--- config.mk ---
export PLATFORM = sky130hd
export DESIGN_NAME = mm_final
export DESIGN_NICKNAME = d
export VERILOG_FILES = /design/src/mm_pkg.sv /design/src/mm_final.sv
export SDC_FILE = /design/constraint.sdc
export NUM_CORES = 1
export LEC_CHECK = 0
export BUFFER_PORTS_ARGS = -buffer_cell sky130_fd_sc_hd__buf_2
export CAP_MARGIN = 10
export CORE_ASPECT_RATIO = 0.6
export CORE_MARGIN = 2
export CORE_UTILIZATION = 54
export CTS_CLUSTER_SIZE = 25
export DETAILED_ROUTE_END_ITERATION = 8
export PLACE_DENSITY = 0.82
export REMOVE_ABC_BUFFERS = 1
export SYNTH_ARGS = -nofsm -noshare
export SYNTH_HDL_FRONTEND = slang
export SYNTH_SLANG_ARGS = --single-unit
--- constraint.sdc ---
create_clock -name i_clk -period 4 [get_ports i_clk]
set_input_delay 0.4 -clock i_clk [delete_from_list [all_inputs] [get_ports i_clk]]
set_output_delay 0.4 -clock i_clk [all_outputs]
set_load 0.01 [all_outputs]
--- src/mm_pkg.sv ---
// shared constants for the montgomery multiplier
`default_nettype none

package mm_pkg;

    localparam int MM_OPERAND_WIDTH = 64;
    localparam int MM_FIELD_W       = 64;
    localparam int MM_COUNT_W       = 7;
    localparam int MM_CFG_INDEX_W   = 1;

    typedef enum logic [MM_CFG_INDEX_W-1:0] {
        CFG_MODULUS   = 1'b0,
        CFG_BIT_COUNT = 1'b1
    } t_cfg_index;

endpackage

`default_nettype wire

--- src/mm_final.sv ---
// output stage: conditional subtraction of the modulus
`default_nettype none

module mm_final import mm_pkg::*; #(
    parameter int W = MM_OPERAND_WIDTH
) (
    input  wire logic         i_clk,
    input  wire logic         i_rst_n,
    input  wire logic         i_en,
    input  wire logic [W-1:0] i_p,
    input  wire logic         i_valid,
    input  wire logic [W:0]   i_acc,
    output logic              o_valid,
    output logic [W-1:0]      o_product
);

    logic         r_valid;
    logic [W-1:0] r_product;
    logic [W:0]   w_diff;
    logic [W-1:0] n_product;

    assign w_diff    = i_acc - {1'b0, i_p};
    assign n_product = (i_acc >= {1'b0, i_p}) ? w_diff[W-1:0] : i_acc[W-1:0];

    always_ff @(posedge i_clk) begin
        if (!i_rst_n) begin
            r_valid <= 1'b0;
        end else if (i_en) begin
            r_valid <= i_valid;
        end
    end

    always_ff @(posedge i_clk) begin
        if (i_en) begin
            r_product <= n_product;
        end
    end

    assign o_valid   = r_valid;
    assign o_product = r_product;

endmodule

`default_nettype wire
==> reports/results.txt, run 1 <==
status -> finished, final reports clean
CP cell instances -> buf_2 -> inv_1 -> ha_1 -> inv_1 -> fa_1 -> a21o_1 -> a221oi_4 -> o221ai_2 -> a2111oi_4 -> nor4b_4 -> o211ai_1 -> a21oi_1 -> o21a_1 -> o31ai_2
first-pass GRT wire length -> 34.6 mm
die area -> 14100 um2
Tot GR Track Use -> 31.5%
Setup CP Type -> input port to register
mux share of post-synthesis cell area -> 1.22%
VDD IR-drop max -> 0.000240 V
Via density -> 5.96
Finished Cell Area -> 8470 um2
Yosys top cell area share -> 27.2%
DP HPWL -> 18.0 mm
post-cts sizing count -> 0
Layout area overhead -> 19.7%
RSZ-0062 raised after global routing -> false
port buffer count -> 197
Starting DRT DRC Count -> 780
instance count on the critical path -> 14
Post-Synth Simple-Gate Area -> 18.3%
CTS tree -> built
largest cells by area after synthesis -> edfxtp_1 (27%), ha_1 (11%), nand2_1 (6.2%)
Clk pwr share -> 29.4%
crit-path leading delay family -> compound AO/OA/AOI/OAI gates
vias in the first global route -> 6611
Worst-Skew Late Latency -> 0.33 ns
sw power -> 1.05 mW
antenna violations before repair -> 0
Async SR Flop Fraction -> 0%
crit path from -> i_acc[0]
Die H -> 92.6 um
Post-Syn Instances -> 879
Reg2Reg Launch Point -> o_valid$_SDFFE_PN0P_
Post-CTS Setup Repair Bufs -> 0
routability cong. -> 1.01
synthesized area per cell -> 8.05 um2
worst-margin pin slew -> 0.718 ns
Final period util -> 87.3%
diode count -> 0
worst hold path type -> input port to register
CP arrival -> 3.65 ns
skew final -> 0 ns
drt drc -> 0
maximum clock rate -> 286 MHz
Worst R2R Setup Slack -> 3.41 ns
largest family of logic cells by synthesized area -> compound AO/OA/AOI/OAI gates
XOR/XNOR Fraction of Synth Area -> 6.19%
starting density of the core -> 55.2%
GRT overflow -> 0
H-tree depth -> 3
clk buf depth -> 2
Reg power frac -> 31.6%
Slew HR -> 52.1%
Worst Path Buf+Inv -> 3
dpl cells -> 1214
CTS root buffer -> clkbuf_16
reg2reg path depth -> 2
drt first pass iters -> 5
Worst-path clk slew -> 0.06 ns
vias -> 7329
cell leakage power -> 3.94 nW
synthesized area -> 7070 um2
maxcap violations -> 0
DRT antenna net count -> 0
CP max stage cell -> a2111oi_4
switching share of total power -> 36.0%
Routed Wire Length -> 22.3 mm
Max stage delay on crit path -> 0.62 ns
share of cells above drive strength 1 -> 24.6%
post-placement cell area -> 8150 um2
Clock Sink Count -> 65
EDFF count, synth -> 64
yosys warns -> 0
CTS buffer count -> 9
register area share after synthesis -> 27.5%
#FFs+latches synth -> 65
internal power -> 1.87 mW
Synth Area in Adders -> 11.6%
Fin. Hold Viols -> 0
Comb pwr share -> 39.0%
cell mode on critical path -> inv_1
Final Instance Count excl. Fillers -> 1230
CP Capture Point -> o_product[58]$_DFFE_PP_
Tmin final -> 3.49 ns
Final Max Tran Viols -> 0
Worst Setup Start Kind -> input port
WL per Instance -> 18.1 um
Setup crit end kind -> register
Required @ worst endpoint -> 4.16 ns
r2r endpoint -> o_valid$_SDFFE_PN0P_
# setup viols final -> 0
Synth Area in Compound Gates -> 27.8%
row count -> 32
biggest area consumer among synthesized cells -> edfxtp_1
CTS Hold Buffers Added -> 0
Layout Nets -> 1253
Distinct cells, synth -> 83
ys flop type -> edfxtp_1
CP max FO -> 4
die width -> 152 um
pwr/cell area -> 345 nW/um2
largest net degree at the start of global routing -> 47
core area -> 12800 um2
Top Ports -> 198
final setup TNS -> 0 ns
==> Yosys cell counts (20+ instances only) <==
library cell,number
inv_1,84
o21ai_0,72
edfxtp_1,64
nor2_1,46
nand4_1,20
a21oi_1,76
a21o_1,27
nand2_1,117
xnor2_1,30
xor2_1,20
ha_1,64
clkbuf_1,20
==> power groups by stage <==
stage	logic (mW)	clock network, mW	registers (mW)
2_1_floorplan	0.664	0	0.993
3_3_place_gp	1.10	0	0.937
3_5_place_dp	1.11	0	0.935
4_1_cts	1.12	0.867	0.924
5_1_grt	1.25	0.893	0.932
6_report	1.14	0.858	0.924
==> state kept, by name, indices dropped and copies added (netlist names) <==
register and flops:
o_product 64, o_valid 1
==> stage by stage <==
step	power, mW	setup slack, ns	hold slack (ns)	util (%)
3_3_place_gp	2.03	0.313	0.505	63.6
6_report	2.92	0.510	0.302	66.1
5_1_grt	3.07	0.318	0.313	66.1
4_1_cts	2.91	0.605	0.293	66.1
3_5_place_dp	2.04	0.254	0.509	63.6
2_1_floorplan	1.66	-0.661	0.512	-
==> layer usage <==
| metal | GRT usage [%] | part of all wire (%) |
|---|---|---|
| met4 | 4.55 | 0.56 |
| met3 | 6.55 | 13 |
| met2 | 42.2 | 38 |
| met5 | 0 | 0 |
| met1 | 51.8 | 49 |
==> how the worst min path moves through the flow <==
stage,from,to,slack [ns],cells past startpoint
6_report,i_rst_n,o_valid$_SDFFE_PN0P_,0.30,2
2_1_floorplan,i_en,o_product[0]$_DFFE_PP_,0.51,0
5_1_grt,i_rst_n,o_valid$_SDFFE_PN0P_,0.31,2
3_5_place_dp,o_valid$_SDFFE_PN0P_,o_valid$_SDFFE_PN0P_,0.51,2
3_3_place_gp,o_valid$_SDFFE_PN0P_,o_valid$_SDFFE_PN0P_,0.51,2
4_1_cts,i_rst_n,o_valid$_SDFFE_PN0P_,0.29,2
==> kinds of logic after synthesis <==
| family | after synthesis |
|---|---|
| buffers and inverters | 128 |
| xor gates and xnor gates | 50 |
| DFF | 65 |
| and+or+nand+nor | 267 |
| AOI/OAI and AO/OA | 296 |
| muxes | 8 |
| adders and majority gates | 65 |
==> placed cells by master, fill, tap and decap left out, drive strengths merged, types with 20 or more instances in the layout <==
cell type,instances
a21o,27
edfxtp,64
o21ai,89
nand4,22
inv,87
buf,208
nand2,119
xor2,20
xnor2,30
a21oi,77
nor2,48
ha,64
==> area by class of cell <==
class	instances	area, um2
multi-input cells	686	4610
fillers	1179	4350
flip-flops and latches	65	1940
repair buffers	208	1070
inverters	85	319
clock buffers	11	253
well taps	170	213
clock inverters	5	61.3
(Power assumes the default switching activity.)
==> run 2, diff against run 1 <==
CAP_MARGIN = default   (was 10)
clock period = 3.7 ns   (was 4 ns; I/O delays follow)
==> reports/results.txt, run 2 (synthesis gave the netlist of run 1 again) <==
drt first pass iters -> 5
routability cong. -> 1.00
H-tree depth -> 3
Finished Core Util -> 67.4%
VDD IR-drop max -> 0.000194 V
cell mode on critical path -> inv_1
DRT antenna net count -> 0
Top Ports -> 198
CTS buffer count -> 9
internal power -> 2.09 mW
CP cell instances -> buf_2 -> inv_1 -> ha_1 -> inv_1 -> fa_1 -> a21o_1 -> a221oi_4 -> o221ai_2 -> a2111oi_4 -> nor2_2 -> a21oi_1 -> o31ai_2 -> a311oi_1 -> nor3_1
skew final -> 0 ns
die area -> 14100 um2
Reg power frac -> 31.0%
Fin. Hold Viols -> 0
Clk pwr share -> 29.7%
Final period util -> 90.4%
Required @ worst endpoint -> 3.78 ns
CP arrival -> 3.43 ns
Worst-path clk slew -> 0.06 ns
Starting DRT DRC Count -> 787
Tot GR Track Use -> 31.4%
cell leakage power -> 4.03 nW
Max stage delay on crit path -> 0.55 ns
Largest register FFs -> 64
CP max stage cell -> a2111oi_4
commonest non-fill, non-tap cell in the layout -> buf_2
Post-CTS Setup Repair Bufs -> 0
worst-margin pin slew -> 0.949 ns
WL per Instance -> 17.9 um
die width -> 152 um
Clock Sink Count -> 65
maximum clock rate -> 299 MHz
commonest non-fill, non-tap cells in the layout -> buf_2 (197), nand2_1 (117), inv_1 (84)
Tmin final -> 3.34 ns
Die H -> 92.6 um
worst hold path type -> input port to register
Worst R2R Setup Slack -> 3.09 ns
Layout area overhead -> 22.1%
switching share of total power -> 35.1%
Final Max Tran Viols -> 0
RSZ-0062 raised after global routing -> false
CTS root buffer -> clkbuf_16
vias -> 7408
row count -> 32
post-cts sizing count -> 0
CTS Hold Buffers Added -> 0
Worst-Skew Late Latency -> 0.34 ns
CTS tree -> built
largest net degree at the start of global routing -> 55
GRT overflow -> 0
Setup CP Type -> input port to register
Worst Setup Start Kind -> input port
Via density -> 5.94
Slew HR -> 36.7%
# setup viols final -> 0
pwr/cell area -> 373 nW/um2
starting density of the core -> 55.2%
clk buf depth -> 2
sw power -> 1.13 mW
diode count -> 0
Setup crit end kind -> register
DP HPWL -> 17.9 mm
drt drc -> 0
core area -> 12800 um2
status -> finished, final reports clean
Layout Nets -> 1271
Comb pwr share -> 39.4%
vias in the first global route -> 6719
Routed Wire Length -> 22.3 mm
first-pass GRT wire length -> 34.5 mm
CP max FO -> 4
share of cells above drive strength 1 -> 25.8%
port buffer count -> 197
final setup TNS -> 0 ns
antenna violations before repair -> 0
maxcap violations -> 0
==> run 2: cell count changes in the layout (fill, tap and decap cells not counted), sizes merged <==
cell / change
inv: -2
clkinv: +1
bufinv: +1
buf: +18
==> run 2: layout make-up <==
| type | instances | area (um2) |
|---|---|---|
| flip-flops and latches | 65 | 1940 |
| multi-input cells | 686 | 4610 |
| well taps | 170 | 213 |
| fillers | 1123 | 4180 |
| clock buffers | 11 | 243 |
| repair buffers | 226 | 1230 |
| inverters | 85 | 319 |
| clock inverters | 5 | 78.8 |
==> run 2: per-stage QoR <==
step | area (um2) | instances | total power [mW] | worst slack [ns] | hold WS (ns)
6_report | 8630 | 1248 | 3.22 | 0.356 | 0.269
5_1_grt | 8630 | 1248 | 3.39 | 0.261 | 0.264
4_1_cts | 8630 | 1248 | 3.20 | 0.422 | 0.270
3_5_place_dp | 8310 | 1232 | 2.24 | 0.0791 | 0.540
3_3_place_gp | 8310 | 1232 | 2.23 | 0.0656 | 0.502
2_1_floorplan | 6870 | 836 | 1.79 | -0.931 | 0.482
==> run 2: critical path, delay by kind of cell <==
kind | cells | cell delay, ns
fa+ha+maj | 2 | 0.56
buf+inv | 3 | 0.22
simple gates | 2 | 0.26
compound gates | 7 | 2.02
==> run 2: final timing paths <==
| kind | startpoint | end | cells past startpoint |
|---|---|---|---|
| hold / removal | i_rst_n | o_valid$_SDFFE_PN0P_ | 2 |
| setup / recovery | i_acc[0] | o_product[52]$_DFFE_PP_ | 14 |
| setup reg to reg | o_valid$_SDFFE_PN0P_ | o_valid$_SDFFE_PN0P_ | 2 |
| hold reg to reg | o_valid$_SDFFE_PN0P_ | o_valid$_SDFFE_PN0P_ | 2 |
==> run 2: layer usage <==
layer	global-route usage, %	share of wire (%)	vias to the layer above
met3	8.72	12	35
met4	6.87	1.5	0
met5	0	0	-
met1	48.8	49	3350
li1	-	-	3584
met2	42.6	38	439
==> run 2: power groups by stage <==
| stage | clock [mW] | combinational, mW | sequential, mW |
|---|---|---|---|
| 4_1_cts | 0.959 | 1.24 | 0.998 |
| 3_3_place_gp | 0 | 1.22 | 1.01 |
| 2_1_floorplan | 0 | 0.718 | 1.07 |
| 5_1_grt | 0.995 | 1.39 | 1.01 |
| 6_report | 0.954 | 1.27 | 0.997 |
| 3_5_place_dp | 0 | 1.23 | 1.01 |
==> run 3, diff against run 2 <==
ABC_AREA = 1   (was default)
BUFFER_PORTS_ARGS = default   (was -buffer_cell sky130_fd_sc_hd__buf_2)
CORE_UTILIZATION = 55   (was 54)
DONT_BUFFER_PORTS = 1   (was default)
PLACE_DENSITY = 0.7   (was 0.82)
==> reports/results.txt, run 3 <==
status -> finished, final reports clean
WL met1 -> 16.1 mm
largest net degree at the start of global routing -> 67
row count -> 36
antenna violations before repair -> 0
synthesized area per cell -> 5.62 um2
CTS root buffer -> clkbuf_16
post-cts sizing count -> 0
Yosys top cell area share -> 28.6%
Via density -> 5.29
met2 WL -> 11.3 mm
Setup CP Type -> input port to register
Slew HR -> 46.3%
EDFF count, synth -> 64
Layout area overhead -> 5.69%
switching share of total power -> 41.1%
Worst Hold Depth -> 0
DRT antenna net count -> 0
worst-margin pin slew -> 0.806 ns
Distinct cells, synth -> 33
met3 wire len -> 5.11 mm
RSZ-0062 raised after global routing -> false
CTS tree -> built
clk buf depth -> 2
routability cong. -> 1.02
Comb pwr share -> 37.6%
commonest non-fill, non-tap cell in the layout -> nand2_1
Clk pwr share -> 29.9%
Reg power frac -> 32.5%
r2r endpoint -> o_valid$_SDFFE_PN0P_
VDD IR-drop max -> 0.000221 V
yosys warns -> 0
cell leakage power -> 5.99 nW
Starting DRT DRC Count -> 1069
starting density of the core -> 56.6%
Reg2Reg Launch Point -> o_valid$_SDFFE_PN0P_
Fin. Hold Viols -> 0
Tot GR Track Use -> 37.4%
reg2reg path depth -> 2
maximum clock rate -> 365 MHz
maxcap violations -> 0
most instantiated cells after synthesis -> nand2_1 (704), inv_1 (390), nand3_1 (123)
count leader, synth -> nand2_1
Worst-Skew Late Latency -> 0.35 ns
first-pass GRT wire length -> 50.2 mm
commonest non-fill, non-tap cells in the layout -> nand2_1 (704), inv_1 (390), nand3_1 (123)
final setup TNS -> 0 ns
CP max FO -> 31
Top Ports -> 198
Clock Sink Count -> 65
Final period util -> 74.1%
die area -> 17900 um2
Post-Syn Instances -> 1642
pwr/cell area -> 338 nW/um2
ys flop type -> edfxtp_1
sw power -> 1.35 mW
#FFs+latches synth -> 65
Hold Path Sink -> o_product[58]$_DFFE_PP_
Required @ worst endpoint -> 3.92 ns
Async SR Flop Fraction -> 0%
CTS Hold Buffers Added -> 0
Worst-path clk slew -> 0.06 ns
Max Used Layer -> met4
port buffer count -> 0
die width -> 171 um
drt drc -> 0
Tmin final -> 2.74 ns
Final Instance Count excl. Fillers -> 1874
Final Max Tran Viols -> 0
post-placement cell area -> 9430 um2
drt first pass iters -> 6
dpl cells -> 1858
Layout Nets -> 1839
share of cells above drive strength 1 -> 4.19%
largest cells by area after synthesis -> nand2_1 (29%), edfxtp_1 (21%), inv_1 (16%)
Finished Cell Area -> 9750 um2
Post-CTS Setup Repair Bufs -> 0
vias in the first global route -> 8911
internal power -> 1.94 mW
Die H -> 104 um
core area -> 16300 um2
DP HPWL -> 27.7 mm
Worst R2R Setup Slack -> 3.02 ns
Worst Setup Start Kind -> input port
H-tree depth -> 3
# setup viols final -> 0
hold slack -> 0.122 ns
diode count -> 0
GRT overflow -> 0
CP arrival -> 2.96 ns
vias -> 9909
worst hold path type -> input port to register
Setup crit end kind -> register
WL per Instance -> 17.6 um
skew final -> 0 ns
Largest register FFs -> 64
critical hold path startpoint -> i_en
Routed Wire Length -> 33.0 mm
CTS buffer count -> 9
biggest area consumer among synthesized cells -> nand2_1
synthesized area -> 9230 um2
register area share after synthesis -> 21.0%
[run 3: cell count changes in the layout (fill, tap and decap cells not counted), sizes merged, moves of 35 or more]
cell / change
o21ai: -84
nand3: +132
buf: -219
inv: +312
nor2: +66
a21oi: -35
nand2: +590
[run 3: logic make-up after synthesis]
| logic type | Yosys count | synth area share (%) |
|---|---|---|
| AND/OR/NAND/NOR | 1016 | 46.7 |
| buffers and inverters | 415 | 17.7 |
| adder cells (fa/ha/maj) | 65 | 8.89 |
| flip-flops | 65 | 21.0 |
| AO/OA/AOI/OAI | 50 | 2.79 |
| XOR/XNOR | 31 | 2.94 |
[run 3: per-layer routing]
| layer | up-vias | GRT usage, % |
|---|---|---|
| met5 | - | 0 |
| met4 | 0 | 7.99 |
| met3 | 37 | 15.6 |
| met2 | 591 | 45.4 |
| met1 | 4363 | 58.8 |
| li1 | 4918 | - |
[run 3: final cells by class]
| type | instances | area, um2 |
|---|---|---|
| Fill cell | 1717 | 6550 |
| Inverter | 396 | 1490 |
| Clock buffer | 9 | 225 |
| Timing Repair Buffer | 7 | 65.1 |
| Clock inverter | 7 | 93.8 |
| Multi-Input combinational cell | 1162 | 5660 |
| Tap cell | 228 | 285 |
| Sequential cell | 65 | 1940 |
[run 3: critical path: stages]
cell     delay [ns]
inv_1          0.02
ha_1           0.36
nand2_1        0.18
nor2_1         0.31
nand2_1        0.25
nor4_4         0.35
nand2_4        0.28
nand2_4        0.35
buf_4          0.31
nand2_1        0.09
nand2_1        0.07
[run 3: power groups by stage]
| stage | clock, mW | sequential, mW | combinational, mW |
|---|---|---|---|
| 3_3_place_gp | 0 | 1.09 | 1.18 |
| 3_5_place_dp | 0 | 1.08 | 1.20 |
| 5_1_grt | 1.01 | 1.08 | 1.39 |
| 2_1_floorplan | 0 | 1.06 | 0.856 |
| 6_report | 0.986 | 1.07 | 1.24 |
| 4_1_cts | 0.988 | 1.07 | 1.20 |
[run 3: worst max path at each step]
stage / startpoint / endpoint / cells after the start
finish: i_p[40] / o_product[17]$_DFFE_PP_ / 11
global route: i_p[43] / o_product[30]$_DFFE_PP_ / 11
CTS: i_p[43] / o_product[17]$_DFFE_PP_ / 11
detailed placement: i_p[43] / o_product[30]$_DFFE_PP_ / 11
global placement: i_p[43] / o_product[17]$_DFFE_PP_ / 11
floorplan: i_p[51] / o_product[0]$_DFFE_PP_ / 14
[run 3: through the flow]
step                util, %  setup slack [ns]  power (mW)
finish                 59.8             0.958        3.30
global route           59.8             0.807        3.48
CTS                    59.8              1.03        3.26
detailed placement     57.9             0.682        2.28
global placement       57.9             0.700        2.26
floorplan                 -             0.562        1.92
