$ cat config.mk
export PLATFORM = sky130hd
export DESIGN_NAME = mm_step
export DESIGN_NICKNAME = d
export VERILOG_FILES = /design/src/mm_pkg.sv /design/src/mm_step.sv
export SDC_FILE = /design/constraint.sdc
export NUM_CORES = 1
export LEC_CHECK = 0
export ABC_CLOCK_PERIOD_IN_PS = 5460
export BUFFER_PORTS_ARGS = -buffer_cell sky130_fd_sc_hd__buf_2
export CAP_MARGIN = 20
export CELL_PAD_IN_SITES_DETAIL_PLACEMENT = 2
export CELL_PAD_IN_SITES_GLOBAL_PLACEMENT = 2
export CORE_ASPECT_RATIO = 0.75
export CORE_MARGIN = 1
export CORE_UTILIZATION = 26
export CTS_CLUSTER_DIAMETER = 120
export DETAILED_ROUTE_END_ITERATION = 7
export GPL_TIMING_DRIVEN = 0
export PLACE_DENSITY_LB_ADDON = 0.1
export SKIP_CTS_REPAIR_TIMING = 1
export SYNTH_ARGS = -nofsm -noshare
export SYNTH_HDL_FRONTEND = slang
export SYNTH_SLANG_ARGS = --single-unit
$ cat constraint.sdc
create_clock -name i_clk -period 5.46 [get_ports i_clk]
set_input_delay 1.638 -clock i_clk [delete_from_list [all_inputs] [get_ports i_clk]]
set_output_delay 1.638 -clock i_clk [all_outputs]
set_load 0.02 [all_outputs]
$ cat src/mm_pkg.sv
// shared constants for the montgomery multiplier
`default_nettype none

package mm_pkg;

    localparam int MM_OPERAND_WIDTH = 64;
    localparam int MM_FIELD_W       = 64;
    localparam int MM_COUNT_W       = 7;
    localparam int MM_CFG_INDEX_W   = 1;

    typedef enum logic [MM_CFG_INDEX_W-1:0] {
        CFG_MODULUS   = 1'b0,
        CFG_BIT_COUNT = 1'b1
    } t_cfg_index;

endpackage

`default_nettype wire

$ cat src/mm_step.sv
// one reduction step: conditional add of multiplier and modulus, then halve
`default_nettype none

module mm_step import mm_pkg::*; #(
    parameter int W     = MM_OPERAND_WIDTH,
    parameter int STAGE = 0,
    parameter int SW    = $clog2(W + 1)
) (
    input  wire logic          i_clk,
    input  wire logic          i_rst_n,
    input  wire logic          i_en,
    input  wire logic [SW-1:0] i_steps,
    input  wire logic [W-1:0]  i_p,
    input  wire logic          i_valid,
    input  wire logic [W:0]    i_acc,
    input  wire logic [W-1:0]  i_a,
    input  wire logic [W-1:0]  i_b,
    input  wire logic [W:0]    i_bp,
    output logic               o_valid,
    output logic [W:0]         o_acc,
    output logic [W-1:0]       o_a,
    output logic [W-1:0]       o_b,
    output logic [W:0]         o_bp
);

    localparam logic [SW-1:0] IDX = SW'(STAGE);

    logic         r_valid;
    logic [W:0]   r_acc;
    logic [W-1:0] r_a;
    logic [W-1:0] r_b;
    logic [W:0]   r_bp;

    logic         w_odd;
    logic [W:0]   w_addend;
    logic [W+1:0] w_sum;
    logic [W:0]   n_acc;

    assign w_odd = i_acc[0] ^ (i_a[0] & i_b[0]);

    always_comb begin
        unique case ({i_a[0], w_odd})
            2'b11:   w_addend = i_bp;
            2'b10:   w_addend = {1'b0, i_b};
            2'b01:   w_addend = {1'b0, i_p};
            default: w_addend = '0;
        endcase
    end

    assign w_sum = {1'b0, i_acc} + {1'b0, w_addend};
    // steps past the configured count pass the accumulator through unchanged
    assign n_acc = (IDX < i_steps) ? w_sum[W+1:1] : i_acc;

    always_ff @(posedge i_clk) begin
        if (!i_rst_n) begin
            r_valid <= 1'b0;
        end else if (i_en) begin
            r_valid <= i_valid;
        end
    end

    always_ff @(posedge i_clk) begin
        if (i_en) begin
            r_acc <= n_acc;
            r_a   <= i_a >> 1;
            r_b   <= i_b;
            r_bp  <= i_bp;
        end
    end

    assign o_valid = r_valid;
    assign o_acc   = r_acc;
    assign o_a     = r_a;
    assign o_b     = r_b;
    assign o_bp    = r_bp;

endmodule

`default_nettype wire

==> run_results.csv, run 1 <==
group,metric,value,unit
setup_path,path_cells,"buf_2 -> xor2_4 -> buf_4 -> buf_4 -> mux2_2 -> nand2_1 -> o21ai_0 -> ha_1 -> buf_2 -> a21o_1 -> a211oi_1 -> o31a_1 -> a21oi_1 -> o21ai_1 -> a211oi_4 -> buf_4 -> nor3_4 -> o21bai_1 -> xnor2_1 -> o21ai_0",
timing,worstMarginPinSlew,0.909,ns
logic_synthesis,async_flop_share,0,
placed_design,dp_slack,-1.79,ns
cts,h-tree-depth,1,
placed_design,gp_congestion,0.839,
logic_synthesis,synth_top_family_by_area,"compound AO/OA/AOI/OAI gates",
route,avgRoutedWirePerCell,23.0,um
placed_design,dpl_cell_area,18000,sq um
die,num_io_pins,592,
logic_synthesis,synth_fa_ha_area_frac,0.0586,
logic_synthesis,synth_compound_area_frac,0.151,
placed_design,numPortBuffers,590,
timing,drv_slew,0,
setup_path,required,5.76,ns
logic_synthesis,syn_nets,1673,
route,via_count,12700,
cts,cts_buffer_depth,3,
timing,finalSetupTns,0,ns
global_route,antenna_found_initial,12,
power,power_density,330,nW/um^2
logic_synthesis,synth-simple-area-share,0.124,
min_path,hold_path.class,"flip-flop to flip-flop",
power,clkPwrFrac,0.317,
setup_path,crit_arrival,5.59,ns
timing,fmax,0.189,GHz
global_route,grt_start_max_net_pins,127,
logic_synthesis,ys.flop_type,"edfxtp_1",
setup_path,worstSetupEndpoint,"o_acc[59]",
setup_path,worstSetupStartpointType,"input pin",
power,ir_worst_vdd,199,uV
logic_synthesis,synthXorXnorAreaFrac,0.0356,
timing,skew,0,ns
timing,setup_viol,0,
logic_synthesis,muxShareOfSynthArea,0.0536,
logic_synthesis,ys.warnings.count,0,
timing,final.min_clock_period,5.29,ns
global_route,grtUsageTotal,0.215,
logic_synthesis,synth_area,14000,sq um
setup_path,crit_path_start,"i_b[0]",
die,initial_utilization,0.264,
route,drt_iter0_drc,493,
setup_path,slowest_stage,"o21ai_1",
cts,tritoncts,"yes",
timing,relSlewSlack,0.394,
global_route,first_global_vias,13600,
die,die_w,270,um
layout,final_area,19300,sq um
run,drv_cap,0,
power,pwr-share-seq,0.395,
timing,period_share,0.970,
logic_synthesis,ys_ff_latch,258,
timing,fin_ws,0.165,ns
power,p_leak,8.20,nW
outcome,run_status,"completed",
logic_synthesis,avgSynthCellArea,11.0,sq um
layout,layout-drive-gt1-share,0.413,
die,coreArea,53100,sq um
power,p_sw,2.08,mW
cts,root_buffer,"clkbuf_16",
timing,hold_viol,0,
global_route,grt-ovfl-total,0,
setup_path,worst-r2r-setup-slack,4.85,ns
setup_path,crit_type,"input pin to flip-flop",
power,p_sw_frac,0.326,
die,die_h,203,um
logic_synthesis,synth_edf_count,257,
setup_path,worst_r2r_path_depth,2,
die,die-area,54800,sq um
cts,worstSkewPairLatency,0.59,ns
global_route,grt_pass1_wl,88700,um
cts,cts_buffers,29,
logic_synthesis,ys_seq_area_frac,0.552,
power,internal_power,4.29,mW
cts,clk_pin_slew,0.07,ns
route,drt-total-wl,61000,um
route,ant_nets,0,
die,core.rowCount,73,
route,via_per_inst,4.78,
layout,num-nets-final,2310,
setup_path,slowest_delay,0.50,ns
setup_path,r2r-start,"o_valid",
power,p_comb_frac,0.288,
setup_path,timing.rr.end,"o_valid",
setup_path,end_kind,"flip-flop",
logic_synthesis,ys_types,73,
route,first_pass_iters,4,
route,drc,0,
setup_path,crit_top_cell,"buf_4",
logic_synthesis,synthCells,1275,
placed_design,dp_hpwl,50000,um
setup_path,crit_path_max_fanout,10,
cts,cts.sinks,258,
layout,area_growth,37.4,%
worst min path at each step:
stage | from | to | slack [ns] | depth (start not counted)
floorplan | o_valid | o_valid | 0.59 | 2
global placement | o_valid | o_valid | 0.51 | 2
detailed placement | o_valid | o_valid | 0.53 | 2
CTS | o_valid | o_valid | 0.55 | 2
global route | o_valid | o_valid | 0.59 | 2
finish | o_valid | o_valid | 0.55 | 2
flip-flops by register name, indices dropped and copies added, names as in the netlist:
name,count
o_a,63
o_b,64
o_bp,65
o_valid,1
o_acc,65
cells by family (layout without fill, tap and decap cells):
| family | after synthesis | count (layout) |
|---|---|---|
| AO/OA/AOI/OAI | 349 | 349 |
| XOR/XNOR | 57 | 57 |
| adder cells (fa/ha/maj) | 65 | 65 |
| buffers and inverters | 86 | 743 |
| flip-flops | 258 | 258 |
| multiplexers | 67 | 67 |
| other | 1 | 6 |
| AND/OR/NAND/NOR | 392 | 392 |
power groups by stage:
stage,clock network [mW],logic (mW),registers (mW)
CTS,2.08,1.80,2.52
global route,2.15,1.99,2.53
floorplan,0,0.756,2.84
global placement,0,1.76,2.56
finish,2.02,1.83,2.51
detailed placement,0,1.79,2.55
critical path: cells and delay by family:
kind            cells  cell delay (ns)
compound gates      9             1.71
xor+xnor            2             0.35
fa+ha+maj           1             0.29
buf+inv             5             0.93
mux                 1             0.36
simple gates        2             0.29
cell usage in the layout (no fill, tap or decap), drive strengths merged, types with 4 or more instances in the layout:
cell    instances
nand3          24
bufinv          4
o21a            4
xor2           21
nor2b           5
o211ai          5
a21boi          4
nor3           17
or3             6
ha             64
edfxtp        257
clkbuf         81
xnor2          36
diode           5
o21ai         131
a21o           32
nor2           84
o21bai         12
nor4            4
a31oi          12
and2            4
nand2b          4
nand4          20
o31ai           4
nand2         206
inv            18
buf           627
a21oi         109
a211oi         10
mux2           64
clkinv         12
nor3b           7
layer usage:
layer | vias up | part of all wire | track usage
met5 | - | 0.0016 | 0.00439
met4 | 12 | 0.023 | 0.0491
met3 | 70 | 0.067 | 0.0608
met2 | 349 | 0.48 | 0.369
met1 | 6218 | 0.43 | 0.266
li1 | 6003 | - | -
final cells by class:
type,count,area [sq um]
diodes,5,12.5
plain buffers,66,300
clock buffers,33,741
clock inverters,18,204
fillers,5848,33800
inverters,17,63.8
multi-input cells,931,6140
flip-flops and latches,258,7740
well taps,712,891
repair buffers,609,3160
synth_stat cells, drive strengths merged, types with 14 or more instances:
library cell | instances | area [sq um]
nor2 | 84 | 315
inv | 17 | 63.8
a21o | 32 | 240
ha | 64 | 801
mux2 | 64 | 721
xor2 | 21 | 184
clkbuf | 55 | 209
a21oi | 109 | 557
nand3 | 24 | 125
nand4 | 20 | 125
xnor2 | 36 | 315
edfxtp | 257 | 7720
o21ai | 131 | 663
nand2 | 206 | 773
nor3 | 17 | 90.1
buf | 14 | 71.3
per-stage QoR:
step | hold slack [ns] | power, mW | util | std cells
2_1_floorplan | 0.589 | 3.60 | - | 1275
3_3_place_gp | 0.508 | 4.31 | 0.336 | 2577
3_5_place_dp | 0.531 | 4.34 | 0.338 | 2581
4_1_cts | 0.548 | 6.39 | 0.356 | 2632
5_1_grt | 0.588 | 6.67 | 0.363 | 2647
6_report | 0.547 | 6.36 | 0.363 | 2649
Note: power is estimated with default switching activity, not from simulation.
==> run 2: changes to the inputs <==
--- a/config.mk
+++ b/config.mk
@@ -12,7 +12,7 @@
 export CELL_PAD_IN_SITES_GLOBAL_PLACEMENT = 2
 export CORE_ASPECT_RATIO = 0.75
 export CORE_MARGIN = 1
-export CORE_UTILIZATION = 26
+export CORE_UTILIZATION = 25
 export CTS_CLUSTER_DIAMETER = 120
 export DETAILED_ROUTE_END_ITERATION = 7
 export GPL_TIMING_DRIVEN = 0
==> run 2 against run 1 <==
Compared with the run above: first-iteration DRC count fell by 4.3%; die area up 4.0%; cell count is 0.91% higher; setup slack lost 0.13 ns; largest power group unchanged; non-clock buffer count increased by 9; cell area is 0.85% higher; worst hold slack improved by 0.026 ns; critical endpoint is now o_acc[48].
==> run_results.csv, run 2 (synthesis results as in run 1) <==
group,metric,value,unit
outcome,run_status,"completed",
timing,worstMarginPinSlew,0.969,ns
setup_path,cp_num_buf_inv,7,
route,drt_iter0_drc,472,
layout,fin_util,0.354,
route,drt-total-wl,62900,um
route,avgRoutedWirePerCell,23.5,um
global_route,grt_start_max_net_pins,116,
setup_path,end_kind,"flip-flop",
setup_path,slowest_delay,0.41,ns
setup_path,path_depth,21,
layout,area_growth,38.6,%
die,die_h,207,um
min_path,worst_hold_path.num_cells,2,
die,die-area,57000,sq um
cts,cts_buffer_depth,3,
route,ant_nets,0,
setup_path,worstSetupStartpointType,"input pin",
cts,root_buffer,"clkbuf_16",
timing,drv_slew,0,
placed_design,gp_congestion,0.814,
power,power_density,333,nW/um^2
cts,cts_buffers,29,
layout,num-nets-final,2319,
setup_path,crit_type,"input pin to flip-flop",
setup_path,required,5.78,ns
setup_path,worst_r2r_path_depth,2,
timing,fin_ws,0.0321,ns
setup_path,worst-r2r-setup-slack,4.79,ns
setup_path,slowest_stage,"ha_1",
min_path,hold_path.class,"flip-flop to flip-flop",
die,coreArea,54900,sq um
setup_path,cp_top_family,"compound AO/OA/AOI/OAI gates",
route,via_count,12800,
timing,grt_setup_unrepaired,"true",
cts,tritoncts,"yes",
run,drv_cap,0,
setup_path,timing.rr.end,"o_valid",
power,ir_worst_vdd,217,uV
setup_path,crit_path_max_fanout,10,
route,via_per_inst,4.78,
cts,worstSkewPairLatency,0.58,ns
cts,clk_pin_slew,0.06,ns
min_path,worst_hold_startpoint,"o_valid",
timing,final.min_clock_period,5.43,ns
min_path,min_to,"o_valid",
timing,relSlewSlack,0.354,
layout,mostFrequentLayoutCells,"buf_2, edfxtp_1, nand2_1",
power,p_leak,8.28,nW
timing,setup_viol,0,
timing,period_share,0.994,
global_route,grt-ovfl-total,0,
global_route,antenna_found_initial,20,
die,initial_utilization,0.255,
placed_design,dp_hpwl,51000,um
cts,h-tree-depth,1,
layout,layout.cells.most_common,"buf_2",
timing,skew,0,ns
setup_path,crit_arrival,5.75,ns
cts,cts.sinks,258,
setup_path,r2r-start,"o_valid",
placed_design,dp_slack,-1.76,ns
die,die_w,275,um
setup_path,path_cells,"buf_2 -> xor2_4 -> buf_8 -> buf_6 -> mux2_2 -> nand2_1 -> o21ai_1 -> ha_1 -> buf_4 -> nand4_1 -> buf_4 -> inv_1 -> nand4_1 -> o21ai_4 -> a41oi_4 -> o31ai_4 -> a221oi_4 -> buf_12 -> o21ai_4 -> mux2i_1 -> nor2_1",
layout,final_area,19400,sq um
die,core.rowCount,74,
timing,fmax,0.184,GHz
die,num_io_pins,592,
placed_design,dpl_cell_area,18000,sq um
route,first_pass_iters,5,
route,drc,0,
timing,fin_worst_hold_slack,0.573,ns
global_route,grt_pass1_wl,90700,um
power,power.total,6.46,mW
global_route,first_global_vias,13600,
layout,layout-drive-gt1-share,0.413,
timing,hold_viol,0,
placed_design,numPortBuffers,590,
global_route,grtUsageTotal,0.212,
==> run 2: cell types whose count changed in the layout (fill, tap and decap cells not counted), moves of 2 or more <==
cell / delta
clkinv_2: -3
o21ai_0: -3
o21ai_1: +3
diode_2: +3
clkbuf_1: +6
nor3_4: +2
buf_12: +2
buf_4: +2
==> run 2: worst max-delay path by stage <==
stage	from	endpoint	slack, ns
floorplan	i_b[0]	o_acc[60]	0.07
global placement	i_b[0]	o_acc[59]	-2.80
detailed placement	i_b[0]	o_acc[59]	-1.76
CTS	i_b[0]	o_acc[59]	-1.19
global route	i_b[0]	o_acc[44]	-0.08
finish	i_b[0]	o_acc[48]	0.03
==> run 2: where the power goes <==
part	switching [mW]	total [mW]	internal, mW	leakage [nW]
Combinational	1.18	1.87	0.689	5.29
Clock	0.862	2.08	1.22	0.469
Sequential	0.0537	2.51	2.46	2.52
Total	2.10	6.46	4.36	8.28
==> run 2: tightest hold or removal path, cell delays in order, from the launching register on <==
cell and delay [ns]:
dfxtp_1 0.32, mux2i_1 0.12, nor2b_1 0.08
==> run 2: per-stage QoR <==
stage / setup TNS (ns) / cells
floorplan: 0 / 1275
global placement: -416.59 / 2587
detailed placement: -67.56 / 2592
CTS: -34.13 / 2645
global route: -0.544 / 2668
finish: 0 / 2673
==> run 2: final cells by class <==
| class | count | area (sq um) |
|---|---|---|
| inverters | 17 | 63.8 |
| flip-flops and latches | 258 | 7740 |
| fillers | 6058 | 35500 |
| clock buffers | 37 | 756 |
| clock inverters | 16 | 219 |
| repair buffers | 617 | 3250 |
| diodes | 8 | 20.0 |
| plain buffers | 67 | 302 |
| multi-input cells | 931 | 6160 |
| well taps | 722 | 903 |
==> run 2: metal layers <==
metal | track usage | vias up | wire, um
met2 | 0.366 | 356 | 30800
met1 | 0.263 | 6311 | 26400
met3 | 0.0607 | 63 | 4630
li1 | - | 6031 | -
met4 | 0.0358 | 20 | 982
met5 | 0 | - | 125
==> run 3: changes to the inputs <==
--- a/config.mk
+++ b/config.mk
@@ -17,6 +17,7 @@
 export DETAILED_ROUTE_END_ITERATION = 7
 export GPL_TIMING_DRIVEN = 0
 export PLACE_DENSITY_LB_ADDON = 0.1
+export RECOVER_POWER = 25
 export SKIP_CTS_REPAIR_TIMING = 1
 export SYNTH_ARGS = -nofsm -noshare
 export SYNTH_HDL_FRONTEND = slang
==> run 3 against run 2 <==
Compared with the run above: wire length is essentially flat; critical path depth is the same; critical path type unchanged; total power shrank 0.11%; largest power group unchanged; clock-buffer cell count is the same.
==> run_results.csv, run 3 (synthesis results as in run 1) <==
group,metric,value,unit
cts,root_buffer,"clkbuf_16",
timing,fmax,0.184,GHz
power,p_leak,8.11,nW
timing,final.min_clock_period,5.43,ns
die,coreArea,54900,sq um
route,drt_iter0_drc,482,
setup_path,worstSetupStartpointType,"input pin",
placed_design,numPortBuffers,590,
outcome,run_status,"completed",
power,power_density,334,nW/um^2
min_path,hold_path.class,"flip-flop to flip-flop",
timing,grt_setup_unrepaired,"true",
setup_path,crit_type,"input pin to flip-flop",
cts,cts.sinks,258,
layout,final_area,19300,sq um
cts,cts_buffers,29,
setup_path,end_kind,"flip-flop",
global_route,grt.met3_usage,0.0607,
global_route,first_global_vias,13600,
global_route,use_met2,0.366,
placed_design,gp_congestion,0.814,
setup_path,crit_path_max_fanout,10,
layout,layout-drive-gt1-share,0.381,
setup_path,cp_top_family,"compound AO/OA/AOI/OAI gates",
timing,setup_viol,0,
timing,skew,0,ns
global_route,grtUsageTotal,0.212,
layout,area_growth,38.1,%
cts,worstSkewPairLatency,0.58,ns
placed_design,dp_hpwl,51000,um
cts,h-tree-depth,1,
die,initial_utilization,0.255,
timing,fin_ws,0.0289,ns
timing,relSlewSlack,0.363,
route,via_per_inst,4.76,
global_route,grt_start_max_net_pins,116,
setup_path,crit_arrival,5.75,ns
timing,hold_viol,0,
placed_design,dp_slack,-1.76,ns
layout,mostFrequentLayoutCells,"buf_2, edfxtp_1, nand2_1",
die,die_h,207,um
die,die_w,275,um
placed_design,dpl_cell_area,18000,sq um
timing,drv_slew,0,
timing,finalSetupTns,0,ns
timing,fin_worst_hold_slack,0.569,ns
timing,worstMarginPinSlew,0.955,ns
global_route,grt_pass1_wl,90700,um
timing,period_share,0.995,
layout,num-nets-final,2319,
route,drt-total-wl,62900,um
route,drc,0,
power,power.total,6.45,mW
setup_path,required,5.78,ns
route,ant_nets,0,
die,core.rowCount,74,
global_route,busiest_layer,"met2",
setup_path,path_cells,"buf_2 -> xor2_4 -> buf_8 -> buf_6 -> mux2_2 -> nand2_1 -> o21ai_1 -> ha_1 -> buf_4 -> nand4_1 -> buf_4 -> inv_1 -> nand4_1 -> o21ai_4 -> a41oi_4 -> o31ai_4 -> a221oi_4 -> buf_12 -> o21ai_4 -> mux2i_1 -> nor2_1",
die,num_io_pins,592,
global_route,grt-ovfl-total,0,
cts,clk_pin_slew,0.06,ns
setup_path,cp_num_buf_inv,7,
setup_path,slowest_stage,"ha_1",
global_route,grt.met1_usage,0.263,
run,drv_cap,0,
setup_path,worst-r2r-setup-slack,4.79,ns
cts,cts_buffer_depth,3,
cts,tritoncts,"yes",
layout,layout.cells.most_common,"buf_2",
global_route,antenna_found_initial,20,
power,ir_worst_vdd,217,uV
route,via_count,12700,
setup_path,slowest_delay,0.41,ns
route,avgRoutedWirePerCell,23.5,um
route,first_pass_iters,5,
die,die-area,57000,sq um
## run 3: cell count changes in the layout (fill, tap and decap cells not counted), sizes merged
| cell | before | now |
|---|---|---|
| buf | 634 | 574 |
| clkbuf | 87 | 147 |
## run 3: where the power goes
group	switching (mW)	internal, mW	total (mW)
Clock	0.860	1.22	2.08
Sequential	0.0538	2.46	2.51
Combinational	1.18	0.683	1.87
Total	2.10	4.35	6.45
## run 3: worst paths after layout
kind | start | end | cells past startpoint
worst max-delay path | i_b[0] | o_acc[48] | 21
worst min-delay path | o_valid | o_valid | 2
worst max register to register | o_valid | o_valid | 2
worst min register to register | o_valid | o_valid | 2
## run 3: layout make-up
type                       count  area [sq um]
fill                        6084         35600
sequential                   258          7740
multi-input combinational    931          6160
timing repair buffer         617          3180
tap                          722           903
clock buffer                  37           756
buffer                        67           302
clock inverter                16           219
inverter                      17          63.8
antenna                        8          20.0
## run 3: stage by stage
stage | std cells | utilization
floorplan | 1275 | -
global placement | 2587 | 0.325
detailed placement | 2592 | 0.328
CTS | 2645 | 0.345
global route | 2668 | 0.352
finish | 2673 | 0.352
## run 3: routing by layer
metal  wire, um  share of wire  vias up
met1      26500           0.42     6279
met4        975          0.015       20
met3       4540          0.072       63
li1           -              -     6032
met2      30800           0.49      342
met5        126         0.0020        -
## run 3: worst register-to-register path, cell delays in order, from the launching register on
cell and delay (ns):
dfxtp_1 0.35, mux2i_1 0.08, nor2b_1 0.17
