### src/mm_pkg.sv
// shared constants for the montgomery multiplier
`default_nettype none

package mm_pkg;

    localparam int MM_OPERAND_WIDTH = 64;
    localparam int MM_FIELD_W       = 64;
    localparam int MM_COUNT_W       = 7;
    localparam int MM_CFG_INDEX_W   = 1;

    typedef enum logic [MM_CFG_INDEX_W-1:0] {
        CFG_MODULUS   = 1'b0,
        CFG_BIT_COUNT = 1'b1
    } t_cfg_index;

endpackage

`default_nettype wire

### src/mm_pre.sv
// entry stage: registers operands and forms multiplier plus modulus
`default_nettype none

module mm_pre import mm_pkg::*; #(
    parameter int W = MM_OPERAND_WIDTH
) (
    input  wire logic         i_clk,
    input  wire logic         i_rst_n,
    input  wire logic         i_en,
    input  wire logic         i_valid,
    input  wire logic [W-1:0] i_a,
    input  wire logic [W-1:0] i_b,
    input  wire logic [W-1:0] i_p,
    output logic              o_valid,
    output logic [W-1:0]      o_a,
    output logic [W-1:0]      o_b,
    output logic [W:0]        o_bp
);

    logic         r_valid;
    logic [W-1:0] r_a;
    logic [W-1:0] r_b;
    logic [W:0]   r_bp;
    logic [W:0]   n_bp;

    assign n_bp = {1'b0, i_b} + {1'b0, i_p};

    always_ff @(posedge i_clk) begin
        if (!i_rst_n) begin
            r_valid <= 1'b0;
        end else if (i_en) begin
            r_valid <= i_valid;
        end
    end

    always_ff @(posedge i_clk) begin
        if (i_en) begin
            r_a  <= i_a;
            r_b  <= i_b;
            r_bp <= n_bp;
        end
    end

    assign o_valid = r_valid;
    assign o_a     = r_a;
    assign o_b     = r_b;
    assign o_bp    = r_bp;

endmodule

`default_nettype wire

### config.mk
export PLATFORM = sky130hd
export DESIGN_NAME = mm_pre
export DESIGN_NICKNAME = d
export VERILOG_FILES = /design/src/mm_pkg.sv /design/src/mm_pre.sv
export SDC_FILE = /design/constraint.sdc
export NUM_CORES = 1
export LEC_CHECK = 0
export ABC_AREA = 0
export BUFFER_PORTS_ARGS = -buffer_cell sky130_fd_sc_hd__clkbuf_2
export CORE_AREA = 4 4 162 164
export DETAILED_ROUTE_END_ITERATION = 8
export DIE_AREA = 0 0 166 168
export PLACE_DENSITY = 0.65
export SLEW_MARGIN = 25
export SYNTH_ARGS = -nofsm -noshare
export SYNTH_HDL_FRONTEND = slang
export SYNTH_SLANG_ARGS = --single-unit
### constraint.sdc
create_clock -name i_clk -period 3.6 [get_ports i_clk]
set_input_delay 0.72 -clock i_clk [delete_from_list [all_inputs] [get_ports i_clk]]
set_output_delay 0.72 -clock i_clk [all_outputs]
set_load 0.01 [all_outputs]
==> impl_summary.md, run 1 <==
Status
The run finished with clean final reports.

Setup path
The worst setup path is launched from a primary input. In this run the worst path has a maximum fanout of 7. STA puts the critical path data arrival time at 3360 ps. In this run the critical register-to-register path is launched from o_valid. The kind of capture point of the worst setup path is a flip-flop. The category of the most critical setup path is in -> reg. The data required time at the worst endpoint is 3780 ps. Tracing the worst setup path back leads to its startpoint at i_b[0].

Pwr
VDD sags by at most 301.4 µV. The power after layout is 6.181 mW. Dividing total power by cell area gives a power density of 483.6 nW/µm². The leakage power total is 5.614 nW.

Global routing
The initial antenna violation count is 2. The via count of the first global-routing pass was 7739. The wire length of the first global-routing pass is 44.37 mm. Summed over all layers, the global routing overflow is 0. Entering global routing, the biggest net connects 69 pins. Global routing used 20.34% of the available tracks across all layers.

Drt
In this run the remaining antenna-violating nets after routing total 0. For this block, the initial DRC count from the detailed router was 580. The average vias per placed instance is 5.224. Before antenna repair, the detailed router went through 5 iterations.

After detailed routing, the average wire length per cell comes to 19.27 µm. Wires add up to 29.49 mm. After detailed routing, the number of remaining DRC violations is 0. Detailed routing inserted a total of 7993 vias.

Timing
The smallest clock period supported by the final layout is computed as 3182 ps. The number of endpoints with negative hold slack in the final report is 0. The final-report max-slew violation count is 0.

Across all setup checks in the final design, the least slack found is 417.9 ps. In this run the tightest slew margin relative to its limit is 57.65%. Setup repair after global routing left no endpoint under its margin. The count of endpoints failing setup in the final report is 0. The transition time at the pin with the least slew margin is 635.2 ps. Based on the critical path, the design can be clocked at up to 314.3 MHz. The setup skew after layout is 0 ps. After layout, the worst path uses 88.39% of the clock period.

The summed negative setup slack over all endpoints is 0 ps.

CTS
The number of cells upsized or downsized after cts is 0. The CTS tree is done. The clock latency on the worst-skew pair is 430 ps. The number of buffers on the longest clock path is 2. In this run, post-CTS hold repair placed 0 buffers.

In this run the clock root is driven by a clkbuf_16. The CTS clock-pin slew for the worst setup and hold paths is 80 ps. In this run the post-CTS setup repair buffer count came out at 0. The TritonCTS buffer count is 17.

In this run the number of H-tree levels came out at 4. The number of clock sinks seen by CTS is 194.

Logic synthesis
After synthesis, the share of flip-flops with an asynchronous set or reset is 0%. The share of the synthesized area in the top cell type is 59.41%. Yosys mapped a number of flops with a built-in enable equal to 193.

Ranked by total cell area, the synthesized netlist is headed by edfxtp_1, ha_1, a21oi_1. edfxtp_1 takes more of the synthesized area than any other cell. The cell area after synthesis is 9756 µm². The average cell area after synthesis is 12.35 µm². The warning count from the yosys run is 0. The number of library cell types mapped by synthesis is 59. The fraction of the yosys area taken by sequential cells is 59.61%. The number of nets in the synthesized netlist is 1051. Synthesis produced 790 cells. The most frequently used flop master after synthesis is edfxtp_1. Counting flops and latches in the post-synthesis netlist gives 194.

Worst hold path
The beginning of the worst hold path is i_a[1]. The type of the worst min-delay path is in -> reg.

Floorplan
For this configuration, the core starts out at a cell density of 39.19%. The placeable core area is 24890 µm². The width of the die is 166 µm. The die is 168 µm tall. 390 I/O pins were placed. The full die area is 27890 µm². The number of cell rows is 58.

Placed design
The count of port buffers added during placement is 389. Routability-driven placement finished with a final weighted congestion of 0.8718. The cell area after placement is 12170 µm². The total half-perimeter wirelength after legalization and detailed placement is 23.85 mm. The worst-case setup slack after placement is -22.33 ps.

Final layout
The top cell types in the final layout, fill and taps aside, are clkbuf_2, edfxtp_1, a21oi_1, ha_1, nand2_1. Leaving out fill and tap cells, the most frequent cell in the layout is clkbuf_2. Compared with the post-synthesis result, the final layout area differs by 31.03%.

The final core area utilization is 51.35%. The number of nets in the layout is 1447. With fillers left out, the area of the finished cells amounts to 12780 µm². The layout cell share with drive strength beyond 1 is 37.53%. After filler insertion, the fill cell instance count of the layout stands at 2276.

Run
The tool flagged a number of max-cap violations equal to 0.
[cells by family after synthesis]
logic type | count (synthesis) | share of synthesized area, %
compound gates | 225 | 14.72
xor+xnor | 58 | 5.207
fa+ha+maj | 65 | 8.414
buf+inv | 49 | 2.052
flops | 194 | 59.61
mux | 1 | 0.1026
simple gates | 198 | 9.889
[cell type report]
type	count	area, µm²	area share, %
Sequential cell	194	5816	45.50
Multi-Input combinational cell	547	3740	29.26
Timing Repair Buffer	411	2146	16.79
Clock buffer	18	429.2	3.357
Tap cell	330	412.9	3.230
Clock inverter	14	180.2	1.410
Inverter	15	56.30	0.4405
Antenna cell	1	2.502	0.01958
[registers in the layout, indices dropped and copies added (netlist names)]
| name | cells |
|---|---|
| o_a | 64 |
| o_b | 64 |
| o_bp | 65 |
| o_valid | 1 |
[report_power, final]
| part | internal, mW | switching, mW | total, mW |
|---|---|---|---|
| sequential | 2.79 | 0.0684 | 2.85 |
| clock | 0.955 | 1.01 | 1.96 |
| combinational | 0.556 | 0.811 | 1.37 |
[critical path: stages]
cell,delay (ps)
clkbuf_2,90
ha_1,220
fa_1,400
a21o_1,210
a221o_1,360
a21oi_1,240
nor3b_1,130
o21ai_0,310
a21oi_1,120
nor2b_1,120
buf_4,170
o21ai_0,100
xor2_1,160
[per-stage QoR]
stage / std cells / hold slack, ps
after floorplan: 790 / 538.3
after global placement: 1497 / 498.6
after detailed placement: 1497 / 546.0
after CTS: 1529 / 439.7
after global routing: 1530 / 426.5
final: 1530 / 456.2
[layer usage]
layer,routed length (µm),share of wire (%),global-route usage [%]
met2,15050,51,36.15
met5,7,0.024,0
met4,554,1.9,5.129
met1,11800,40,24.97
met3,2078,7.0,5.025
[synthesized netlist by cell type, types with 2 or more instances]
cell type  number
and3_1          4
a221oi_1        2
a211oi_1       11
a21o_1         33
nor2b_1         8
a31oi_1        10
o31ai_1         5
or3_1           6
a31o_2          2
a2111oi_0       2
nand3_1        13
buf_2          12
nor2_1         46
and4_1          6
clkbuf_1       20
inv_1          15
o21a_1          3
o21ai_1         4
nand2b_1        2
nand4_1        28
ha_1           64
a21oi_1        75
edfxtp_1      193
nor4_1          2
nand2_1        60
o21bai_1       13
o21ai_0        47
nor3_1         16
xor2_1         23
a211o_1         2
xnor2_1        35
[worst paths after layout]
check / endpoint / slack, ps / cells past startpoint
max: o_bp[56] / 420 / 13
min: o_a[1] / 460 / 1
min reg2reg: o_valid / 550 / 2
max reg2reg: o_valid / 2990 / 2
(Power assumes the default switching activity.)
==> inputs of run 2 (changes only) <==
Settings changed: CTS_BUF_LIST set to sky130_fd_sc_hd__clkbuf_8, RECOVER_POWER set to 100.
==> run 2 against run 1 <==
- the flow now finishes with violations (max-capacitance violations, max-slew violations)
- register-to-register slack about the same
- combinational power decreased by 7%
- final cell count unchanged
- final area decreased by 4.8%
- global-route usage decreased by 0.11 points
- non-clock buffer count unchanged
- core utilization decreased by 2.5 points
- via count about the same
- count of clock-buffer cells in the layout decreased by 1
- die area unchanged
- critical path depth decreased by 1
- critical endpoint is now o_bp[33]
- largest cell class unchanged
- largest power group unchanged
==> impl_summary.md, run 2 (synthesized netlist as in run 1, its figures left out) <==
Timing
The clock period could shrink to 3279 ps. The achievable clock frequency is 305.0 MHz. The number of endpoints with negative hold slack in the final report was 0. The final-report max-slew violation count is 69. The transition time at the pin with the least slew margin is 1813 ps. The worst path uses 91.08% of the clock period. Setup violations remaining at the end of the flow were counted as 0. The setup skew after layout is 0 ps.

The final worst hold slack is 411.5 ps. Setup repair after global routing left no endpoint under its margin. Measured against its own limit, the worst slew margin works out to -20.87%.

Final layout
For this run, the post-layout net count is 1447. The most common library cell in the layout ignoring fill and taps is clkbuf_1. Relative to the synthesized area, the layout overhead comes to 24.75%.

The register with the most flip-flops in the layout has 65 of them. The top cell types in the final layout, fill and taps aside, are clkbuf_1, edfxtp_1, clkbuf_2, a21oi_1, ha_1. The layout cell share with drive strength beyond 1 is 14.93%.

Pwr
The sequential share of power is 50.7%. Summing internal, switching and leakage power gives 5.625 mW. The fraction of power spent switching nets is 32.49%.

The cell area power density is 462.2 nW/µm². Combinational logic burns 22.7% of the power. Summed over all cells, the static leakage comes to 4.706 nW. The internal power of the cells is 3.797 mW. IR analysis of the VDD net gives a maximum drop of 265.9 µV. Per report_power, the clock group accounts for 26.6% of the total. The switching power is 1.828 mW.

Global routing
The first global-routing pass estimated 44.05 mm of wire. Entering global routing, the biggest net connects 69 pins. The initial antenna violation count came to 2. Summed over all layers, the global routing overflow is 0. The total track usage is 20.23%.

The via count of the first global-routing pass is 7706.

Run
Across the run, the number of max-cap violations was 1.

Placed design
The count of buffers added on input and output ports is 389. The HPWL after detailed placement is 23.85 mm. The final RePlAce weighted congestion is 0.8718.

Setup path
The kind of capture point of the worst setup path is a flip-flop. The data arrival time of the critical path is 3500 ps. The data required time at the worst endpoint is 3820 ps.

Of all nets on the critical path, the largest fanout is 6. The element type at the critical path start is a primary input. By startpoint and endpoint, the worst setup path is classified as in -> reg.

Drt
The first detailed-routing pass ran for 5 iterations. The number of remaining DRC errors is 0. The detail route stage leaves a number of antenna-violating nets equal to 0. Summing over every cut layer, the via total after detailed routing is 7989. The post-detailed-routing wire length is 29.54 mm. Dividing the detail-routed via count by the number of cells gives 5.222. The number of DRC markers in iteration 0 is 538. After detailed routing, the average wire length per cell comes to 19.30 µm.

Worst hold path
The type of the worst min-delay path is in -> reg.

CTS
The clock root buffer is clkbuf_8. The hold buffer count at cts is 0. Post-CTS timing repair inserted 0 buffers for setup. The number of cells upsized or downsized after cts is 0. The clock latency on the worst-skew pair is 470 ps. The CTS clock-pin slew for the worst setup and hold paths is 120 ps. The TritonCTS buffer count is 17. In this run the deepest clock path goes through 2 buffers. The H-tree depth is 4. The CTS tree is done. The number of clock sinks seen by CTS is 194.

Status
The final reports fail on max-capacitance violations, max-slew violations. The run finished, with violations left.

Floorplan
The die is 168 µm tall. For this configuration, the core starts out at a cell density of 39.19%. The number of cell rows is 58. The die is 166 µm wide.

The region available for standard cell placement spans 24890 µm². 390 I/O pins were placed. The die covers 27890 µm².
-- run 2: cell count changes in the layout (fill, tap and decap cells not counted), moves of 2 or more --
cell and change:
o21ai_0 +2, clkbuf_8 +16, clkbuf_2 -257, clkbuf_4 +3, buf_12 -2, clkbuf_16 -17
clkbuf_1 +265, buf_4 -9
-- run 2: metrics by stage --
stage	utilization [%]	setup slack (ps)	area [µm²]	instances	TNS [ps]
after floorplan	-	382.5	9756	790	0
after global placement	48.89	-12.92	12170	1497	-12.92
after detailed placement	48.89	-22.33	12170	1497	-22.33
after CTS	50.57	503.1	12590	1529	0
after global routing	48.89	210.2	12170	1530	0
final	48.89	321.2	12170	1530	0
-- run 2: worst paths after layout --
check                              from       end  slack (ps)  cells after the start
worst max-delay path            i_b[10]  o_bp[33]         320                     12
worst max register to register  o_valid   o_valid        2980                      2
worst min-delay path             i_a[1]    o_a[1]         410                      1
worst min register to register  o_valid   o_valid         550                      2
-- run 2: routing by layer --
layer / vias up / part of all wire, % / global-route usage [%]
met5: - / 0.024 / 0
met4: 2 / 2.3 / 5.918
met3: 37 / 6.6 / 5.025
met2: 318 / 51 / 35.65
met1: 3806 / 40 / 24.71
li1: 3826 / - / -
-- run 2: area by class of cell --
| cell class | count | area, µm² |
|---|---|---|
| Clock inverter | 15 | 183.9 |
| Fill cell | 2442 | 12720 |
| Sequential cell | 194 | 5816 |
| Inverter | 15 | 56.30 |
| Tap cell | 330 | 412.9 |
| Multi-Input combinational cell | 547 | 3706 |
| Clock buffer | 17 | 234.0 |
| Timing Repair Buffer | 411 | 1759 |
| Antenna cell | 1 | 2.502 |
-- run 2: power groups by stage --
stage / registers (mW) / logic (mW) / clock network, mW
2_1_floorplan: 3.04 / 0.595 / 0
3_3_place_gp: 2.90 / 1.36 / 0
3_5_place_dp: 2.91 / 1.37 / 0
4_1_cts: 2.86 / 1.38 / 1.55
5_1_grt: 2.88 / 1.40 / 1.64
6_report: 2.85 / 1.28 / 1.50
-- run 2: worst max-delay path: stages --
cell and delay (ps):
clkbuf_1 100, ha_1 410, and3_1 210, and4_1 190, o21ai_0 90, and2_0 230
o311a_1 440, o21ai_0 370, clkbuf_1 250, a21oi_1 180, o21ai_1 200, xor2_1 100
==> inputs of run 3 (changes only) <==
==> constraint.sdc (replaced) <==
create_clock -name i_clk -period 3.6 [get_ports i_clk]
set_input_delay 0.54 -clock i_clk [delete_from_list [all_inputs] [get_ports i_clk]]
set_output_delay 0.54 -clock i_clk [all_outputs]
set_load 0.01 [all_outputs]
==> run 3 against run 2 <==
- the flow still finishes with violations (max-capacitance violations, max-slew violations)
- register-to-register slack improved by 20 ps
- core utilization fell by 0.13 points
- non-clock buffer count fell by 6
- final area fell by 0.27%
- wire length fell by 0.53%
- total power fell by 0.18%
- clock skew did not move
- first-iteration DRC count fell by 18%
- flip-flop and latch count did not move
- critical path type unchanged
- largest power group unchanged
==> impl_summary.md, run 3 (synthesized netlist as in run 1, its figures left out) <==
Pwr
The cell area power density is 462.6 nW/µm². Of the total power, registers draw 50.8%. The internal power of the cells is 3.790 mW. The analysis attributes to net switching a power of 1.824 mW. The fraction of power spent switching nets is 32.49%. The clock network is responsible for 26.7% of the overall power.

The analysis attributes to cell leakage a power of 4.669 nW. The maximum ir drop on the vdd rail is 242.2 µV. The share of power burned in combinational logic is 22.5%.

Global routing
The total track usage is 20.10%. The first global-routing pass estimated 43.70 mm of wire. Entering global routing, the biggest net connects 72 pins.

The total congestion overflow is 0. The initial antenna violation count is 5. The via count of the first global-routing pass was 7760.

Drt
The routed design has 29.38 mm of wire. The number of DRC markers in iteration 0 is 441. The number of vias in the routed layout is 7896. The met2 layer wire length in the routed design is 14.67 mm. For this block, wires on met1 add up to 11.77 mm. For this run, design rule violations remaining after detail routing come to 0. The pre-antenna-repair detailed-routing pass consisted of 4 iterations. After detailed routing, the number of vias per cell comes to 5.174. The highest layer touched by signal routing is met5.

The average wire per standard cell is 19.25 µm. Once detail routing completed, the nets flagged for antenna violations numbered 0. Detailed routing placed a total of 2.088 mm of wire on met3.

Setup path
The biggest cell delay along the critical path is 440 ps. Walking the worst path, the cells encountered are clkbuf_1 -> ha_1 -> and3_1 -> and4_1 -> o21ai_0 -> and2_0 -> o311a_1 -> o21ai_0 -> clkbuf_1 -> a21oi_1 -> o21ai_0 -> xor2_1. STA classifies the critical path endpoint as a flip-flop.

The category of the most critical setup path is in -> reg. At the worst endpoint, the required time is 3810 ps. The data arrival time of the critical path is 3380 ps. The number of buffers and inverters on the critical path is 2. The cell that appears most often on the critical path is o21ai_0. The path depth of the worst reg2reg path is 2. The worst register-to-register path begins at o_valid.

The worst register-to-register path has a setup slack of 3000 ps. On the critical path, the stage with the largest delay is an instance of o311a_1. The family with the most delay on the worst path is compound AO/OA/AOI/OAI gates. Along the worst path, the maximum fanout reaches 7. The element type at the critical path start is a primary input.

The capture point of the worst reg-to-reg path is o_valid.

CTS
The number of clock buffers added by TritonCTS is 17. The H-tree depth is 4. The number of buffers on the longest clock path is 2. The number of clock sinks seen by CTS is 194. TritonCTS built the clock tree. The hold buffer count at cts is 0. The later pin in the worst-skew pair is clocked with a latency of 470 ps.

Clock-pin slew was measured on the worst setup and hold paths at 120 ps. The number of cells upsized or downsized after cts is 0. The tree is rooted in a clkbuf_8. In this run the post-CTS setup repair buffer count came out at 0.

Worst hold path
The startpoint identified for the worst hold timing path is i_a[1]. For hold timing, the worst endpoint is o_a[1]. The instance count along the most critical hold path is 1. The min-delay analysis places its worst path in the category in -> reg.

Placed design
Routability-driven placement finished with a final weighted congestion of 0.8379. The instance count after placement with tap cells included is 1491. The count of port buffers added during placement is 389. After legalization and detailed placement, the total HPWL measured 23.64 mm.

Timing
The achievable clock frequency is 315.6 MHz. The final-report max-slew violation count came to 67. At the pin with the least slew margin, the transition time is 1802 ps. The count of endpoints failing setup in the final report is 0. The number of endpoints with negative hold slack in the final report is 0. Setup repair after global routing left no endpoint under its margin. The post-route clock period utilization is 88.03%. The worst slew slack as a fraction of its limit is -20.10%. Summed over all failing endpoints, the final setup total negative slack is 0 ps. The setup skew after layout is 0 ps. The time the final worst path needs with I/O delays and setup is 3169 ps.

Final layout
Leaving out fill and tap cells, the most frequent cells in the layout are clkbuf_1, edfxtp_1, clkbuf_2, a21oi_1, ha_1. The register with the most flip-flops in the layout has 65 of them. The number of non-filler instances in the completed layout is 1526. Of the cells placed in the final design, the portion with a size suffix greater than 1 is 14.17%. From synthesis to final layout, the design area changed by 24.42%.

The most common library cell in the layout ignoring fill and taps is clkbuf_1. The number of nets in the layout is 1441. At the end of the flow the core is filled with cells to 48.76%.

Floorplan
From left edge to right edge, the die measures 166 µm. 390 I/O pins were placed. From bottom edge to top edge, the die measures 168 µm. The initialized floorplan defines 58 standard-cell rows. The starting density of the core is 39.19%. The core region is 24890 µm². The floorplan step defined a die boundary enclosing 27890 µm².

Status
The final reports fail on max-capacitance violations, max-slew violations. The flow ran to the end, but the final reports show violations.

Run
Across the run, the number of max-cap violations was 1.
-- run 3: cell types whose count changed in the layout (fill, tap and decap cells not counted) --
cell / delta
clkbuf_4: -1
inv_8: -2
clkbuf_2: -3
o21ai_1: -2
inv_6: +2
clkbuf_1: +4
clkinv_4: -1
diode_2: +2
o21ai_0: +2
buf_12: +1
buf_4: -7
clkinv_8: +1
-- run 3: worst max-delay path by stage --
stage,from,end,slack (ps),depth (start not counted)
detailed placement,i_b[0],o_bp[42],170,13
floorplan,i_b[0],o_bp[38],560,11
global route,i_b[9],o_bp[33],290,12
finish,i_b[9],o_bp[33],430,12
global placement,i_b[14],o_bp[63],200,13
CTS,i_b[0],o_bp[42],690,13
-- run 3: worst reg2reg max path, delay by kind of cell, from the launching register on --
kind,cells,cell delay (ps)
mux,1,120
flops,1,340
simple gates,1,60
-- run 3: routing by layer --
layer,track usage [%],vias up
met5,0,-
li1,-,3818
met4,6.528,4
met2,34.91,308
met3,5.682,37
met1,24.28,3729
-- run 3: cell type report --
type,count,area [µm²]
antenna,3,7.507
clock buffer,17,234.0
sequential,194,5816
clock inverter,15,186.4
timing repair buffer,405,1719
fill,2427,12750
inverter,15,56.30
tap,330,412.9
multi-input combinational,547,3706
-- run 3: power by group through the flow --
stage	registers [mW]	logic, mW	clock network [mW]
finish	2.85	1.26	1.50
global route	2.88	1.39	1.63
CTS	2.86	1.36	1.54
detailed placement	2.91	1.36	0
global placement	2.90	1.35	0
floorplan	3.04	0.595	0
-- run 3: per-stage QoR --
step | power [mW] | hold WS [ps] | setup WS, ps | cell area [µm²]
after detailed placement | 4.263 | 531.6 | 173.5 | 12130
after global routing | 5.895 | 187.6 | 289.8 | 12140
after floorplan | 3.631 | 538.3 | 562.5 | 9756
after global placement | 4.248 | 498.8 | 202.7 | 12130
final | 5.615 | 237.1 | 431.0 | 12140
after CTS | 5.763 | 204.2 | 687.6 | 12550
